<file path="config.mk">
export PLATFORM = sky130hd
export DESIGN_NAME = byte_group_unpacker
export DESIGN_NICKNAME = d
export VERILOG_FILES = /design/src/hdl/bgu_pkg.sv /design/src/hdl/bgu_queue.sv /design/src/hdl/bgu_front.sv /design/src/hdl/bgu_back.sv /design/src/hdl/byte_group_unpacker.sv
export VERILOG_INCLUDE_DIRS = /design/src /design/src/hdl
export SDC_FILE = /design/constraint.sdc
export NUM_CORES = 1
export LEC_CHECK = 0
export BUFFER_PORTS_ARGS = -buffer_cell sky130_fd_sc_hd__buf_2
export CAP_MARGIN = 25
export CELL_PAD_IN_SITES_DETAIL_PLACEMENT = 1
export CELL_PAD_IN_SITES_GLOBAL_PLACEMENT = 2
export CORE_UTILIZATION = 44
export DETAILED_ROUTE_END_ITERATION = 10
export PLACE_DENSITY_LB_ADDON = 0.12
export SLEW_MARGIN = 20
export SYNTH_ARGS = -nofsm -noshare
export SYNTH_HDL_FRONTEND = slang
export SYNTH_HIERARCHICAL = 1
export SYNTH_SLANG_ARGS = --single-unit
</file>
<file path="constraint.sdc">
create_clock -name clk -period 25.5 [get_ports clk]
set_clock_uncertainty 0.15 [all_clocks]
set_input_delay 3.825 -clock clk [delete_from_list [all_inputs] [get_ports clk]]
set_output_delay 3.825 -clock clk [all_outputs]
set_load 0.01 [all_outputs]
</file>
<file path="src/hdl/assert_macros.svh">
// Assertion macros used by the byte group unpacker top level
`ifndef ASSERT_MACROS_SVH
`define ASSERT_MACROS_SVH

// check a condition in the same cycle as its trigger
`define ASSERT_SAME(lbl, ante, cons, msg) \
    lbl: assert property (@(posedge clk) disable iff (!rst_n) (ante) |-> (cons)) \
        else $error(msg);

// check a condition in the cycle after its trigger
`define ASSERT_NEXT(lbl, ante, cons, msg) \
    lbl: assert property (@(posedge clk) disable iff (!rst_n) (ante) |=> (cons)) \
        else $error(msg);

`endif

</file>
<file path="src/hdl/bgu_pkg.sv">
// Types and constants of the byte group unpacker
package bgu_pkg;

    localparam int GROUP_BYTES = 16;
    localparam int MAX_GROUPS  = 16;
    localparam int GROUP_LIMIT = (MAX_GROUPS < 16) ? MAX_GROUPS : 16;

    localparam int QUEUE_DEPTH = 2;
    localparam int QUEUE_AW    = $clog2(QUEUE_DEPTH);

    localparam logic [7:0] MODE_ZERO   = 8'h00;
    localparam logic [7:0] MODE_PACKED = 8'h01;

    localparam logic [1:0] WC_1 = 2'd0;
    localparam logic [1:0] WC_2 = 2'd1;
    localparam logic [1:0] WC_4 = 2'd2;
    localparam logic [1:0] WC_8 = 2'd3;

    typedef enum logic {
        CMD_GROUP,
        CMD_ZEROS
    } cmd_kind_t;

    typedef struct packed {
        cmd_kind_t   kind;
        logic [63:0] low;
        logic [63:0] high;
        logic [3:0]  index;
        logic        last;
        logic        bad;
        logic [4:0]  run_len;
    } cmd_t;

endpackage

</file>
<file path="src/hdl/bgu_queue.sv">
// Short command queue between the front decoder and the back emitter
module bgu_queue
(
    input  logic          clk,
    input  logic          rst_n,
    input  logic          push,
    input  bgu_pkg::cmd_t push_cmd,
    input  logic          pop,
    output bgu_pkg::cmd_t head,
    output logic          full,
    output logic          empty
);

    bgu_pkg::cmd_t                  entry_reg [bgu_pkg::QUEUE_DEPTH];
    logic [bgu_pkg::QUEUE_AW-1:0]   wr_ptr_reg;
    logic [bgu_pkg::QUEUE_AW-1:0]   rd_ptr_reg;
    logic [bgu_pkg::QUEUE_AW:0]     count_reg;
    logic [bgu_pkg::QUEUE_AW-1:0]   wr_ptr_next;
    logic [bgu_pkg::QUEUE_AW-1:0]   rd_ptr_next;
    logic [bgu_pkg::QUEUE_AW:0]     count_next;

    assign full  = (count_reg == (bgu_pkg::QUEUE_AW + 1)'(bgu_pkg::QUEUE_DEPTH));
    assign empty = (count_reg == '0);
    assign head  = entry_reg[rd_ptr_reg];

    always_comb
    begin
        wr_ptr_next = wr_ptr_reg;
        rd_ptr_next = rd_ptr_reg;
        count_next  = count_reg;
        if (push)
        begin
            wr_ptr_next = wr_ptr_reg + 1'b1;
        end
        if (pop)
        begin
            rd_ptr_next = rd_ptr_reg + 1'b1;
        end
        if (push && !pop)
        begin
            count_next = count_reg + 1'b1;
        end
        else if (pop && !push)
        begin
            count_next = count_reg - 1'b1;
        end
    end

    always_ff @(posedge clk or negedge rst_n)
    begin
        if (!rst_n)
        begin
            wr_ptr_reg <= '0;
            rd_ptr_reg <= '0;
            count_reg  <= '0;
        end
        else
        begin
            wr_ptr_reg <= wr_ptr_next;
            rd_ptr_reg <= rd_ptr_next;
            count_reg  <= count_next;
        end
    end

    always_ff @(posedge clk)
    begin
        if (push)
        begin
            entry_reg[wr_ptr_reg] <= push_cmd;
        end
    end

endmodule

</file>
<file path="src/hdl/bgu_front.sv">
// Front decoder: takes encoded bytes, tracks the block, builds group and zero-run commands
module bgu_front
(
    input  logic          clk,
    input  logic          rst_n,
    input  logic          cfg_we,
    input  logic [4:0]    cfg_data,
    input  logic          byte_valid,
    input  logic [7:0]    in_byte,
    output logic          byte_stall,
    input  logic          q_full,
    output logic          push,
    output bgu_pkg::cmd_t push_cmd
);

    typedef enum logic [1:0] {
        PH_MODE,
        PH_HEADER,
        PH_FIXED,
        PH_ESCAPE
    } phase_t;

    phase_t      phase_reg,      phase_next;
    logic [4:0]  gcount_reg,     gcount_next;
    logic [4:0]  blk_groups_reg, blk_groups_next;
    logic [31:0] wcodes_reg,     wcodes_next;
    logic [2:0]  hdr_seen_reg,   hdr_seen_next;
    logic [3:0]  cur_group_reg,  cur_group_next;
    logic [4:0]  fix_seen_reg,   fix_seen_next;
    logic [15:0] esc_reg,        esc_next;
    logic [7:0]  buf_reg  [bgu_pkg::GROUP_BYTES];
    logic [7:0]  buf_next [bgu_pkg::GROUP_BYTES];

    logic        byte_accept;
    logic [4:0]  groups_clamped;

    assign byte_stall  = q_full;
    assign byte_accept = byte_valid && !q_full;

    always_comb
    begin
        if (gcount_reg == 5'd0)
        begin
            groups_clamped = 5'd1;
        end
        else if (gcount_reg > 5'(bgu_pkg::GROUP_LIMIT))
        begin
            groups_clamped = 5'(bgu_pkg::GROUP_LIMIT);
        end
        else
        begin
            groups_clamped = gcount_reg;
        end
    end

    always_comb
    begin
        logic [1:0] wcode;
        logic [4:0] fix_inc;
        logic [4:0] hdr_need;
        logic [2:0] hdr_inc;
        logic [3:0] pos;
        logic [3:0] esc_pos;
        logic [1:0] v2;
        logic [3:0] v4;
        logic       finish;
        logic       done;
        logic       last;

        phase_next      = phase_reg;
        gcount_next     = gcount_reg;
        blk_groups_next = blk_groups_reg;
        wcodes_next     = wcodes_reg;
        hdr_seen_next   = hdr_seen_reg;
        cur_group_next  = cur_group_reg;
        fix_seen_next   = fix_seen_reg;
        esc_next        = esc_reg;
        buf_next        = buf_reg;
        push            = 1'b0;
        push_cmd        = '0;
        finish          = 1'b0;
        done            = 1'b0;
        last            = 1'b0;
        pos             = '0;
        v2              = '0;
        v4              = '0;

        wcode    = wcodes_reg[{cur_group_reg, 1'b0} +: 2];
        fix_inc  = fix_seen_reg + 5'd1;
        hdr_inc  = hdr_seen_reg + 3'd1;
        hdr_need = (blk_groups_reg + 5'd3) >> 2;

        esc_pos = 4'd15;
        for (int i = 15; i >= 0; i--)
        begin
            if (esc_reg[i])
            begin
                esc_pos = 4'(i);
            end
        end

        if (cfg_we)
        begin
            gcount_next = cfg_data;
        end

        if (byte_accept)
        begin
            case (phase_reg)
                PH_MODE:
                begin
                    if (in_byte == bgu_pkg::MODE_ZERO)
                    begin
                        push             = 1'b1;
                        push_cmd.kind    = bgu_pkg::CMD_ZEROS;
                        push_cmd.run_len = groups_clamped;
                    end
                    else if (in_byte == bgu_pkg::MODE_PACKED)
                    begin
                        blk_groups_next = groups_clamped;
                        wcodes_next     = '0;
                        hdr_seen_next   = '0;
                        cur_group_next  = '0;
                        fix_seen_next   = '0;
                        esc_next        = '0;
                        phase_next      = PH_HEADER;
                    end
                    else
                    begin
                        push          = 1'b1;
                        push_cmd.kind = bgu_pkg::CMD_GROUP;
                        push_cmd.bad  = 1'b1;
                    end
                end
                PH_HEADER:
                begin
                    wcodes_next[{hdr_seen_reg[1:0], 3'b000} +: 8] =
                        wcodes_reg[{hdr_seen_reg[1:0], 3'b000} +: 8] | in_byte;
                    hdr_seen_next = hdr_inc;
                    if ({2'b00, hdr_inc} >= hdr_need)
                    begin
                        fix_seen_next = '0;
                        esc_next      = '0;
                        phase_next    = PH_FIXED;
                    end
                end
                PH_FIXED:
                begin
                    case (wcode)
                        bgu_pkg::WC_8:
                        begin
                            buf_next[fix_seen_reg[3:0]] = in_byte;
                            done = (fix_inc >= 5'd16);
                        end
                        bgu_pkg::WC_4:
                        begin
                            for (int k = 0; k < 2; k++)
                            begin
                                v4  = in_byte[(7 - 4 * k) -: 4];
                                pos = {fix_seen_reg[2:0], 1'(k)};
                                if (v4 == 4'hF)
                                begin
                                    esc_next[pos] = 1'b1;
                                    buf_next[pos] = 8'h00;
                                end
                                else
                                begin
                                    buf_next[pos] = {4'h0, v4};
                                end
                            end
                            done = (fix_inc >= 5'd8);
                        end
                        bgu_pkg::WC_2:
                        begin
                            for (int k = 0; k < 4; k++)
                            begin
                                v2  = in_byte[(7 - 2 * k) -: 2];
                                pos = {fix_seen_reg[1:0], 2'(k)};
                                if (v2 == 2'b11)
                                begin
                                    esc_next[pos] = 1'b1;
                                    buf_next[pos] = 8'h00;
                                end
                                else
                                begin
                                    buf_next[pos] = {6'h00, v2};
                                end
                            end
                            done = (fix_inc >= 5'd4);
                        end
                        default:
                        begin
                            for (int k = 0; k < 8; k++)
                            begin
                                pos = {fix_seen_reg[0], 3'(k)};
                                esc_next[pos] = esc_reg[pos] | in_byte[7 - k];
                                buf_next[pos] = 8'h00;
                            end
                            done = (fix_inc >= 5'd2);
                        end
                    endcase
                    fix_seen_next = fix_inc;
                    if (done)
                    begin
                        if ((wcode != bgu_pkg::WC_8) && (esc_next != '0))
                        begin
                            phase_next = PH_ESCAPE;
                        end
                        else
                        begin
                            finish = 1'b1;
                        end
                    end
                end
                PH_ESCAPE:
                begin
                    buf_next[esc_pos] = in_byte;
                    esc_next[esc_pos] = 1'b0;
                    if (esc_next == '0)
                    begin
                        finish = 1'b1;
                    end
                end
                default:
                begin
                    phase_next = PH_MODE;
                end
            endcase
        end

        if (finish)
        begin
            last           = ({1'b0, cur_group_reg} + 5'd1 >= blk_groups_reg);
            push           = 1'b1;
            push_cmd.kind  = bgu_pkg::CMD_GROUP;
            push_cmd.index = cur_group_reg;
            push_cmd.last  = last;
            for (int i = 0; i < 8; i++)
            begin
                push_cmd.low[i * 8 +: 8]  = buf_next[i];
                push_cmd.high[i * 8 +: 8] = buf_next[i + 8];
            end
            fix_seen_next = '0;
            esc_next      = '0;
            if (last)
            begin
                cur_group_next = '0;
                phase_next     = PH_MODE;
            end
            else
            begin
                cur_group_next = cur_group_reg + 4'd1;
                phase_next     = PH_FIXED;
            end
        end
    end

    always_ff @(posedge clk or negedge rst_n)
    begin
        if (!rst_n)
        begin
            phase_reg      <= PH_MODE;
            gcount_reg     <= 5'd16;
            blk_groups_reg <= 5'd16;
            wcodes_reg     <= '0;
            hdr_seen_reg   <= '0;
            cur_group_reg  <= '0;
            fix_seen_reg   <= '0;
            esc_reg        <= '0;
        end
        else
        begin
            phase_reg      <= phase_next;
            gcount_reg     <= gcount_next;
            blk_groups_reg <= blk_groups_next;
            wcodes_reg     <= wcodes_next;
            hdr_seen_reg   <= hdr_seen_next;
            cur_group_reg  <= cur_group_next;
            fix_seen_reg   <= fix_seen_next;
            esc_reg        <= esc_next;
        end
    end

    always_ff @(posedge clk)
    begin
        buf_reg <= buf_next;
    end

endmodule

</file>
<file path="src/hdl/bgu_back.sv">
// Back emitter: drains commands, expands zero blocks, holds the output word
module bgu_back
(
    input  logic          clk,
    input  logic          rst_n,
    input  bgu_pkg::cmd_t head,
    input  logic          q_empty,
    output logic          pop,
    output logic          run_busy,
    output logic          group_valid,
    input  logic          group_stall,
    output logic [63:0]   group_low,
    output logic [63:0]   group_high,
    output logic [3:0]    group_index,
    output logic          last_group,
    output logic          bad_mode
);

    logic        valid_reg, valid_next;
    logic [63:0] low_reg,   low_next;
    logic [63:0] high_reg,  high_next;
    logic [3:0]  index_reg, index_next;
    logic        last_reg,  last_next;
    logic        bad_reg,   bad_next;
    logic [4:0]  run_rem_reg, run_rem_next;
    logic [3:0]  run_idx_reg, run_idx_next;
    logic        load;

    assign load     = !valid_reg || !group_stall;
    assign run_busy = (run_rem_reg != '0);
    assign pop      = load && !run_busy && !q_empty;

    always_comb
    begin
        valid_next   = valid_reg;
        low_next     = low_reg;
        high_next    = high_reg;
        index_next   = index_reg;
        last_next    = last_reg;
        bad_next     = bad_reg;
        run_rem_next = run_rem_reg;
        run_idx_next = run_idx_reg;
        if (load)
        begin
            if (run_busy)
            begin
                valid_next   = 1'b1;
                low_next     = '0;
                high_next    = '0;
                index_next   = run_idx_reg;
                last_next    = (run_rem_reg == 5'd1);
                bad_next     = 1'b0;
                run_idx_next = run_idx_reg + 4'd1;
                run_rem_next = run_rem_reg - 5'd1;
            end
            else if (!q_empty)
            begin
                valid_next = 1'b1;
                case (head.kind)
                    bgu_pkg::CMD_ZEROS:
                    begin
                        low_next     = '0;
                        high_next    = '0;
                        index_next   = '0;
                        last_next    = (head.run_len == 5'd1);
                        bad_next     = 1'b0;
                        run_rem_next = head.run_len - 5'd1;
                        run_idx_next = 4'd1;
                    end
                    default:
                    begin
                        low_next   = head.low;
                        high_next  = head.high;
                        index_next = head.index;
                        last_next  = head.last;
                        bad_next   = head.bad;
                    end
                endcase
            end
            else
            begin
                valid_next = 1'b0;
            end
        end
    end

    always_ff @(posedge clk or negedge rst_n)
    begin
        if (!rst_n)
        begin
            valid_reg   <= 1'b0;
            run_rem_reg <= '0;
            run_idx_reg <= '0;
        end
        else
        begin
            valid_reg   <= valid_next;
            run_rem_reg <= run_rem_next;
            run_idx_reg <= run_idx_next;
        end
    end

    always_ff @(posedge clk)
    begin
        low_reg   <= low_next;
        high_reg  <= high_next;
        index_reg <= index_next;
        last_reg  <= last_next;
        bad_reg   <= bad_next;
    end

    assign group_valid = valid_reg;
    assign group_low   = low_reg;
    assign group_high  = high_reg;
    assign group_index = index_reg;
    assign last_group  = last_reg;
    assign bad_mode    = bad_reg;

endmodule

</file>
<file path="src/hdl/byte_group_unpacker.sv">
// Byte group unpacker: top level joining front decoder, command queue and back emitter
// One encoded byte is taken every cycle while the two-entry command queue has room.
// Each group of a packed block yields one 16-byte group word on the byte that completes
// it; a mode zero byte yields group_count zero words (clamped to 1..16) from one byte,
// sent by the back emitter at one word per cycle unless the output is stalled, while
// the front keeps taking bytes until the queue fills. A group word goes to a queue entry
// on the edge that takes its last byte, then to the output register when nothing waits
// ahead of it and the output is not stalled. group_count is latched at each mode byte;
// write it only between blocks.
`include "assert_macros.svh"

module byte_group_unpacker
(
    input  logic        clk,
    input  logic        rst_n,
    input  logic        cfg_we,
    input  logic [4:0]  cfg_data,
    input  logic        byte_valid,
    output logic        byte_stall,
    input  logic [7:0]  in_byte,
    output logic        group_valid,
    input  logic        group_stall,
    output logic [63:0] group_low,
    output logic [63:0] group_high,
    output logic [3:0]  group_index,
    output logic        last_group,
    output logic        bad_mode
);

    logic          q_push;
    logic          q_pop;
    logic          q_full;
    logic          q_empty;
    logic          run_busy;
    bgu_pkg::cmd_t q_push_cmd;
    bgu_pkg::cmd_t q_head;
    logic          bad_word_zero;
    logic          run_step;
    logic [3:0]    index_inc;

    bgu_front u_front
    (
        .clk        (clk),
        .rst_n      (rst_n),
        .cfg_we     (cfg_we),
        .cfg_data   (cfg_data),
        .byte_valid (byte_valid),
        .in_byte    (in_byte),
        .byte_stall (byte_stall),
        .q_full     (q_full),
        .push       (q_push),
        .push_cmd   (q_push_cmd)
    );

    bgu_queue u_queue
    (
        .clk      (clk),
        .rst_n    (rst_n),
        .push     (q_push),
        .push_cmd (q_push_cmd),
        .pop      (q_pop),
        .head     (q_head),
        .full     (q_full),
        .empty    (q_empty)
    );

    bgu_back u_back
    (
        .clk         (clk),
        .rst_n       (rst_n),
        .head        (q_head),
        .q_empty     (q_empty),
        .pop         (q_pop),
        .run_busy    (run_busy),
        .group_valid (group_valid),
        .group_stall (group_stall),
        .group_low   (group_low),
        .group_high  (group_high),
        .group_index (group_index),
        .last_group  (last_group),
        .bad_mode    (bad_mode)
    );

    assign bad_word_zero = (group_low == '0) && (group_high == '0) && (group_index == '0)
                           && !last_group;
    assign run_step      = group_valid && !group_stall && run_busy;
    assign index_inc     = group_index + 4'd1;

    `ASSERT_SAME(a_no_push_when_full, q_push, !q_full, "command pushed into a full queue")
    `ASSERT_SAME(a_bad_word_clean, group_valid && bad_mode, bad_word_zero, "bad word has data")
    `ASSERT_NEXT(a_run_step, run_step, group_valid && group_index == $past(index_inc), "run gap")

endmodule

</file>
# Word-level counts from Yosys, hierarchy flattened

Memories as Yosys holds them, arrays and structs flattened.
Index checks and enable logic that the tools add are counted.

Register bits after elaboration: 348
Memory bits (writable): 280
Bits of input ports: 18
Output and inout port bits: 136
Logic and storage cells: 509
Memories: 1

$add $sub $neg: 13
$lt $le $gt $ge: 69
Eq/ne operators: 26
Shift-type cells: 4
Muxes and demuxes: 232
Bitwise gates (word level): 62
Reductions and logical operators: 67

Memory list:

| memory            | words | width | read ports | clocked after memory_dff | wr ports | line            | text |
|---|---|---|---|---|---|---|---|
| u_queue.entry_reg | 2     | 140   | 1          | 0                        | 1        | bgu_queue.sv:14 | `bgu_pkg::cmd_t entry_reg [bgu_pkg::QUEUE_DEPTH];` |

Operators with widths:

| kind                                                                                | number |
|---|---|
| 128-bit 2-to-1 mux                                                                  | 19 |
| 128-bit AND                                                                         | 14 |
| 128-bit NOT                                                                         | 14 |
| 128-bit bitwise mux                                                                 | 8 |
| 8-bit demux with 4-bit select                                                       | 16 |
| 16-bit 2-to-1 mux                                                                   | 25 |
| 128-bit case mux with 3 select lines                                                | 1 |
| 64-bit 2-to-1 mux                                                                   | 4 |
| 128-bit case mux with 2 select lines                                                | 1 |
| 134-bit 2-to-1 mux                                                                  | 1 |
| 16-bit bitwise mux                                                                  | 8 |
| 8-bit 2-to-1 mux                                                                    | 16 |
| 5-bit greater-or-equal comparator, second input constant                            | 17 |
| 5-bit by 1-bit < comparator with 1-bit output, second input constant                | 16 |
| 4-bit 2-to-1 mux                                                                    | 20 |
| 4-bit NOT with 5-bit output                                                         | 16 |
| 4-bit by 5-bit < comparator with 1-bit output, second input constant                | 15 |
| 32-bit 2-to-1 mux                                                                   | 2 |
| 16-bit case mux with 4 select lines                                                 | 1 |
| 32-bit case mux with 2 select lines                                                 | 1 |
| 4-bit by 1-bit greater-or-equal comparator with 1-bit output, second input constant | 15 |
| 1-bit 2-to-1 mux                                                                    | 56 |
| 5-bit 2-to-1 mux                                                                    | 11 |
| 16-bit case mux with 3 select lines                                                 | 1 |
| other kinds (67)                                                                    | 175 |

# Depth between registers and ports, before layout

Depth in word-level cells: 35
Depth in mapped cells: 18
Gate-level depth less buffers: 15

# Modules after synthesis

The synthesis kept the hierarchy.

Modules (own cells, without submodules):

| module    | instances | cells each | area an instance (um2) | seq. area each (um2) |
|---|---|---|---|---|
| bgu_front | 1         | 2,475      | 17,540.6               | 4,366.7 |
| bgu_queue | 1         | 452        | 10,661.5               | 8,508.2 |
| bgu_back  | 1         | 362        | 5,675.4                | 4,274.1 |

# Worst setup path before layout

OpenSTA, ideal clock, no wires.

Path type: input to register
Start point: input in_byte[0]
End point: memory u_queue/entry_reg[0][0] (netlist bit) (enable)
Library setup time: 658 ps
Data arrival time: 12,003 ps
Required time: 24,692 ps
Slack: 12,689 ps
Stages on the path: 13
Buffers on the path: 2
Path through: and2_1 clkbuf_1 a22oi_1 nand2_1 a41oi_1 nand4_1 a311oi_1 nor4b_4 a31o_2 nand2_1 clkbuf_1 o21ai_0 nor2b_1

Word-level cells in the longest chain between the ends: 14
Elaborated cells on any way between the ends: 24
Those cells by class: eq/ne: 3; mux: 17; bitwise: 1; reduce/logical: 3

Ends and longest elaborated chain:

| item                                       | line                      | text |
|---|---|---|
| start, declared                            | byte_group_unpacker.sv:20 | `input logic [7:0] in_byte,` |
| 4-bit == test (tied with other cells)      | bgu_front.sv:161          | `if (v4 == 4'hF)` |
| 16-bit 2-to-1 mux (tied with other cells)  | bgu_front.sv:161          |  |
| 16-bit case mux with 3 select lines        | bgu_front.sv:149          | `case (wcode)` |
| 16-bit 2-to-1 mux                          | bgu_front.sv:109          | `case (phase_reg)` |
| 16-bit 2-to-1 mux                          | bgu_front.sv:107          | `if (byte_accept)` |
| 16-bit nonzero test                        | bgu_front.sv:205          | `if ((wcode != bgu_pkg::WC_8) && (esc_next != '0))` |
| 1-bit logical AND                          | bgu_front.sv:205          |  |
| 1-bit 2-to-1 mux                           | bgu_front.sv:205          |  |
| 1-bit 2-to-1 mux                           | bgu_front.sv:203          | `if (done)` |
| 1-bit case mux with 2 select lines         | bgu_front.sv:109          |  |
| 1-bit 2-to-1 mux                           | bgu_front.sv:107          |  |
| 1-bit 2-to-1 mux (*)                       | bgu_front.sv:231          | `if (finish)` |
| via q_push                                 | byte_group_unpacker.sv:30 | `logic q_push;` |
| 1-bit 2-to-1 mux (*)                       | bgu_queue.sv:67           | `if (push)` |
| 1-bit 2-to-1 mux (not written as such) (*) | bgu_queue.sv:69           | `entry_reg[wr_ptr_reg] <= push_cmd;` |
| end, declared                              | bgu_queue.sv:14           |  |

The timed path passes the listed nets; every way through them passes the cells marked *. The select of a mux whose other input is x is not followed.

# Worst setup path after layout

Start point: input in_byte[5]
End point: memory u_queue/entry_reg[0][93] (netlist bit) (enable)

Word-level cells in the longest chain between the ends: 24
Elaborated cells on any way between the ends: 44
Those cells by class: eq/ne: 3; mux: 34; bitwise: 4; reduce/logical: 3

Ends and longest elaborated chain:

| item                                                     | line                      | text |
|---|---|---|
| 2-bit == test                                            | bgu_front.sv:179          | `if (v2 == 2'b11)` |
| 16-bit 2-to-1 mux                                        | bgu_front.sv:179          |  |
| 16-bit 2-to-1 mux                                        | bgu_front.sv:149          |  |
| 16-bit 2-to-1 mux                                        | bgu_front.sv:109          |  |
| 16-bit 2-to-1 mux                                        | bgu_front.sv:107          |  |
| 16-bit by 15-bit bitwise OR with 16-bit output (no line) | -                         |  |
| 16-bit 2-to-1 mux                                        | bgu_front.sv:179          |  |
| 16-bit 2-to-1 mux                                        | bgu_front.sv:149          |  |
| [... 9 more ...]                                         | -                         |  |
| 1-bit 2-to-1 mux                                         | bgu_front.sv:205          |  |
| 1-bit 2-to-1 mux                                         | bgu_front.sv:203          |  |
| 1-bit case mux with 2 select lines                       | bgu_front.sv:109          |  |
| 1-bit 2-to-1 mux                                         | bgu_front.sv:107          |  |
| 1-bit 2-to-1 mux (*)                                     | bgu_front.sv:231          |  |
| via q_push                                               | byte_group_unpacker.sv:30 |  |
| 1-bit 2-to-1 mux (*)                                     | bgu_queue.sv:67           |  |
| 1-bit 2-to-1 mux (not written as such) (*)               | bgu_queue.sv:69           |  |

Marks and branches as above.

==> impl_metrics.env <==
export IMPL_status="finished clean"
export IMPL_whs_path_depth=2
export IMPL_final_common_cell="edfxtp_1"
export IMPL_ys_top_cells_by_area="edfxtp_1 37%, dfxtp_1 7.6%, dfrtp_1 6.2%"
export IMPL_synthAdderAreaFrac_pct=1.07
export IMPL_grt_overflow_total=0
export IMPL_netlist_area_sq_um=33900
export IMPL_core_sq_um=76100
export IMPL_grt_use_total_pct=30.3
export IMPL_yosysSeqAreaShare_pct=50.6
export IMPL_routed_via_density=6.19
export IMPL_clkTransAtPathRegs_ps=60
export IMPL_clockBufferDepth=3
export IMPL_fin_hold_ws_ps=358
export IMPL_cts_repair_resized=0
export IMPL_hpwlAfterDp_mm=77.0
export IMPL_clock_latency_ps=630
export IMPL_synthArstFlopShare_pct=13.7
export IMPL_syn_avg_cell_area_sq_um=10.3
export IMPL_hold_path_end="u_front/buf_reg[69]$_DFF_P_"
export IMPL_grt_max_degree=130
export IMPL_largest_register_ffs=280
export IMPL_layout_common_cells="414 x edfxtp_1, 401 x nand2_1, 272 x and2_1"
export IMPL_cts_sinks=628
export IMPL_die_area_sq_um=78100
export IMPL_powerDensity_nw_per_um2=107
export IMPL_grt_pass1_vias=28700
export IMPL_period_share_pct=34.5
export IMPL_synth_ff_type="edfxtp_1"
export IMPL_postSynthCellCount=3289
export IMPL_htreeDepth=3
export IMPL_rsz0062_at_grt="false"
export IMPL_critPathArrivalTime_ps=8870
export IMPL_first_pass_iters=5
export IMPL_netlist_area_leader_share_pct=36.7
export IMPL_ys_warn_count=6
export IMPL_yosys_area_share_simple_pct=16.0
export IMPL_period_needed_ps=8790
export IMPL_synth_compound_area_share_pct=17.2
export IMPL_ant_nets=0
export IMPL_r2r_start="u_front/esc_reg[2]$_DFFE_PN0P_"
export IMPL_post_cts_buffers=0
export IMPL_hp_class="register to register"
export IMPL_tritoncts="built"
export IMPL_wirelength_mm=119
export IMPL_worstPathRequired_ps=25580
export IMPL_initial_core_util_pct=44.5
export IMPL_hold_viol=0
export IMPL_ir_drop_v=0.0000657
export IMPL_dieWidth_microns=279
export IMPL_timing_rr_end="u_queue/entry_reg[0][93]$_DFFE_PP_"
export IMPL_cp_max_fo=57
export IMPL_area_growth_pct=11.8
export IMPL_antenna_cells=0
export IMPL_fmaxAchievable_ghz=0.114
export IMPL_synth_nets=3336
export IMPL_nets=3385
export IMPL_wl_per_cell_microns=26.9
export IMPL_io_buffers=153
export IMPL_tns_ps=0
export IMPL_synthMuxAreaShare_pct=10.9
export IMPL_path_class="input pin to register"
export IMPL_pre_cts_slack_ps=16170
export IMPL_vias=27400
export IMPL_synth_edff_count=414
export IMPL_rr_worst_depth=11
export IMPL_grt_antenna_before_repair=0
export IMPL_remaining_drc_errors=0
export IMPL_leakagePower_nw=13.8
export IMPL_cp_end_kind="register"
export IMPL_ys_ff_latch=628
export IMPL_rrSetupSlack_ps=17530
export IMPL_drt_iter0_markers=2207
export IMPL_holdBufCountCts=0
export IMPL_io_pins=154
export IMPL_setup_slack_ps=16710
export IMPL_die_y_microns=279
export IMPL_drv_slew=0
export IMPL_hold_path_startpoint="u_front/buf_reg[69]$_DFF_P_"
export IMPL_synth_top_family_by_area="compound AO/OA/AOI/OAI gates"
export IMPL_synth_cell_types=92
export IMPL_critPathLaunchType="input pin"
export IMPL_root_buffer="clkbuf_16"
export IMPL_gp_congestion=0.950
export IMPL_drv_cap=0
export IMPL_grt_pass1_wl_mm=181
export IMPL_synth_top_area_cell="edfxtp_1"
export IMPL_relSlewSlack_pct=26.4
export IMPL_drive_gt1_share_pct=18.1
export IMPL_tightest_slew_ps=1100
export IMPL_rows=101
export IMPL_finalSetupViolCount=0
export IMPL_synth_xor_area_share_pct=0.414
export IMPL_cts_buffers=72
export IMPL_finalPower_mw=4.05
-- cells by family (layout without fill, tap and decap cells) --
| logic type | Yosys count | count (layout) |
|---|---|---|
| and+or+nand+nor | 1092 | 1092 |
| AOI/OAI and AO/OA | 930 | 930 |
| DFF | 628 | 628 |
| buffers and inverters | 302 | 410 |
| muxes | 292 | 292 |
| adders and majority gates | 29 | 29 |
| xor gates and xnor gates | 16 | 16 |
-- per-layer routing --
metal | vias up | global-route usage, % | wire [microns]
li1 | 12200 | - | -
met1 | 14000 | 40.6 | 51900
met2 | 891 | 50.1 | 56200
met3 | 249 | 4.03 | 6640
met4 | 0 | 11.1 | 4330
met5 | - | 0 | 0
-- synth_stat cells, types with 10 or more instances --
cell type,instances
a211oi_1,16
a21oi_1,247
a221oi_1,13
a22o_1,25
a22oi_1,78
a311oi_1,10
a31oi_1,23
a32oi_1,14
and2_1,273
and3_1,27
buf_1,23
buf_6,15
clkbuf_1,183
clkbuf_2,20
dfrtp_1,84
dfxtp_1,128
edfxtp_1,414
ha_1,29
inv_1,43
mux2_2,125
mux2_4,90
mux2i_1,64
mux4_2,13
nand2_1,402
nand2b_1,60
nand3_1,57
nand4_1,14
nor2_1,144
nor2b_1,17
nor3_1,53
o211ai_1,10
o21ai_0,267
o21ai_1,11
o221ai_1,18
o22a_1,15
o22ai_1,57
o31ai_1,35
-- stage by stage --
step / area [sq um] / cells / utilization, %
after detailed placement: 35600 / 4294 / 46.8
after floorplan: 33900 / 3289 / -
after global routing: 37900 / 4427 / 49.8
after CTS: 37900 / 4427 / 49.8
after global placement: 35500 / 4289 / 46.7
final: 37900 / 4427 / 49.8
-- power breakdown --
part / total (mW) / internal [mW] / switching (mW)
registers: 1.45 / 1.30 / 0.148
logic: 1.59 / 0.565 / 1.03
clock network: 1.02 / 0.578 / 0.437
total: 4.05 / 2.44 / 1.61
-- area by class of cell --
cell class / instances / area [sq um]
Clock buffer: 95 / 1920
Clock inverter: 38 / 359
Multi-Input combinational cell: 2359 / 15600
Fill cell: 8305 / 38200
Sequential cell: 628 / 17200
Inverter: 49 / 184
Tap cell: 1030 / 1290
Timing Repair Buffer: 228 / 1380
-- worst max-delay path by stage --
| stage | start | to | slack, ps |
|---|---|---|---|
| final | in_byte[5] | u_queue/entry_reg[0][93]$_DFFE_PP_ | 16710 |
| after global routing | in_byte[5] | u_queue/entry_reg[0][96]$_DFFE_PP_ | 16480 |
| after CTS | in_byte[5] | u_queue/entry_reg[0][103]$_DFFE_PP_ | 16810 |
| after detailed placement | in_byte[5] | u_queue/entry_reg[0][91]$_DFFE_PP_ | 16170 |
| after global placement | in_byte[5] | u_queue/entry_reg[0][87]$_DFFE_PP_ | 16340 |
| after floorplan | in_byte[0] | u_queue/entry_reg[0][0]$_DFFE_PP_ | 12690 |
-- critical path, cell delays in order --
cell and delay [ps]:
buf_2 100, buf_4 310, and2_1 290, a22oi_1 190
nand2_1 80, a41oi_1 270, nand4_1 130, a311oi_1 270
nor4b_4 320, a31o_2 560, nand2_1 420, o21ai_0 450
nor2b_4 690, buf_4 780
(Power assumes the default switching activity.)
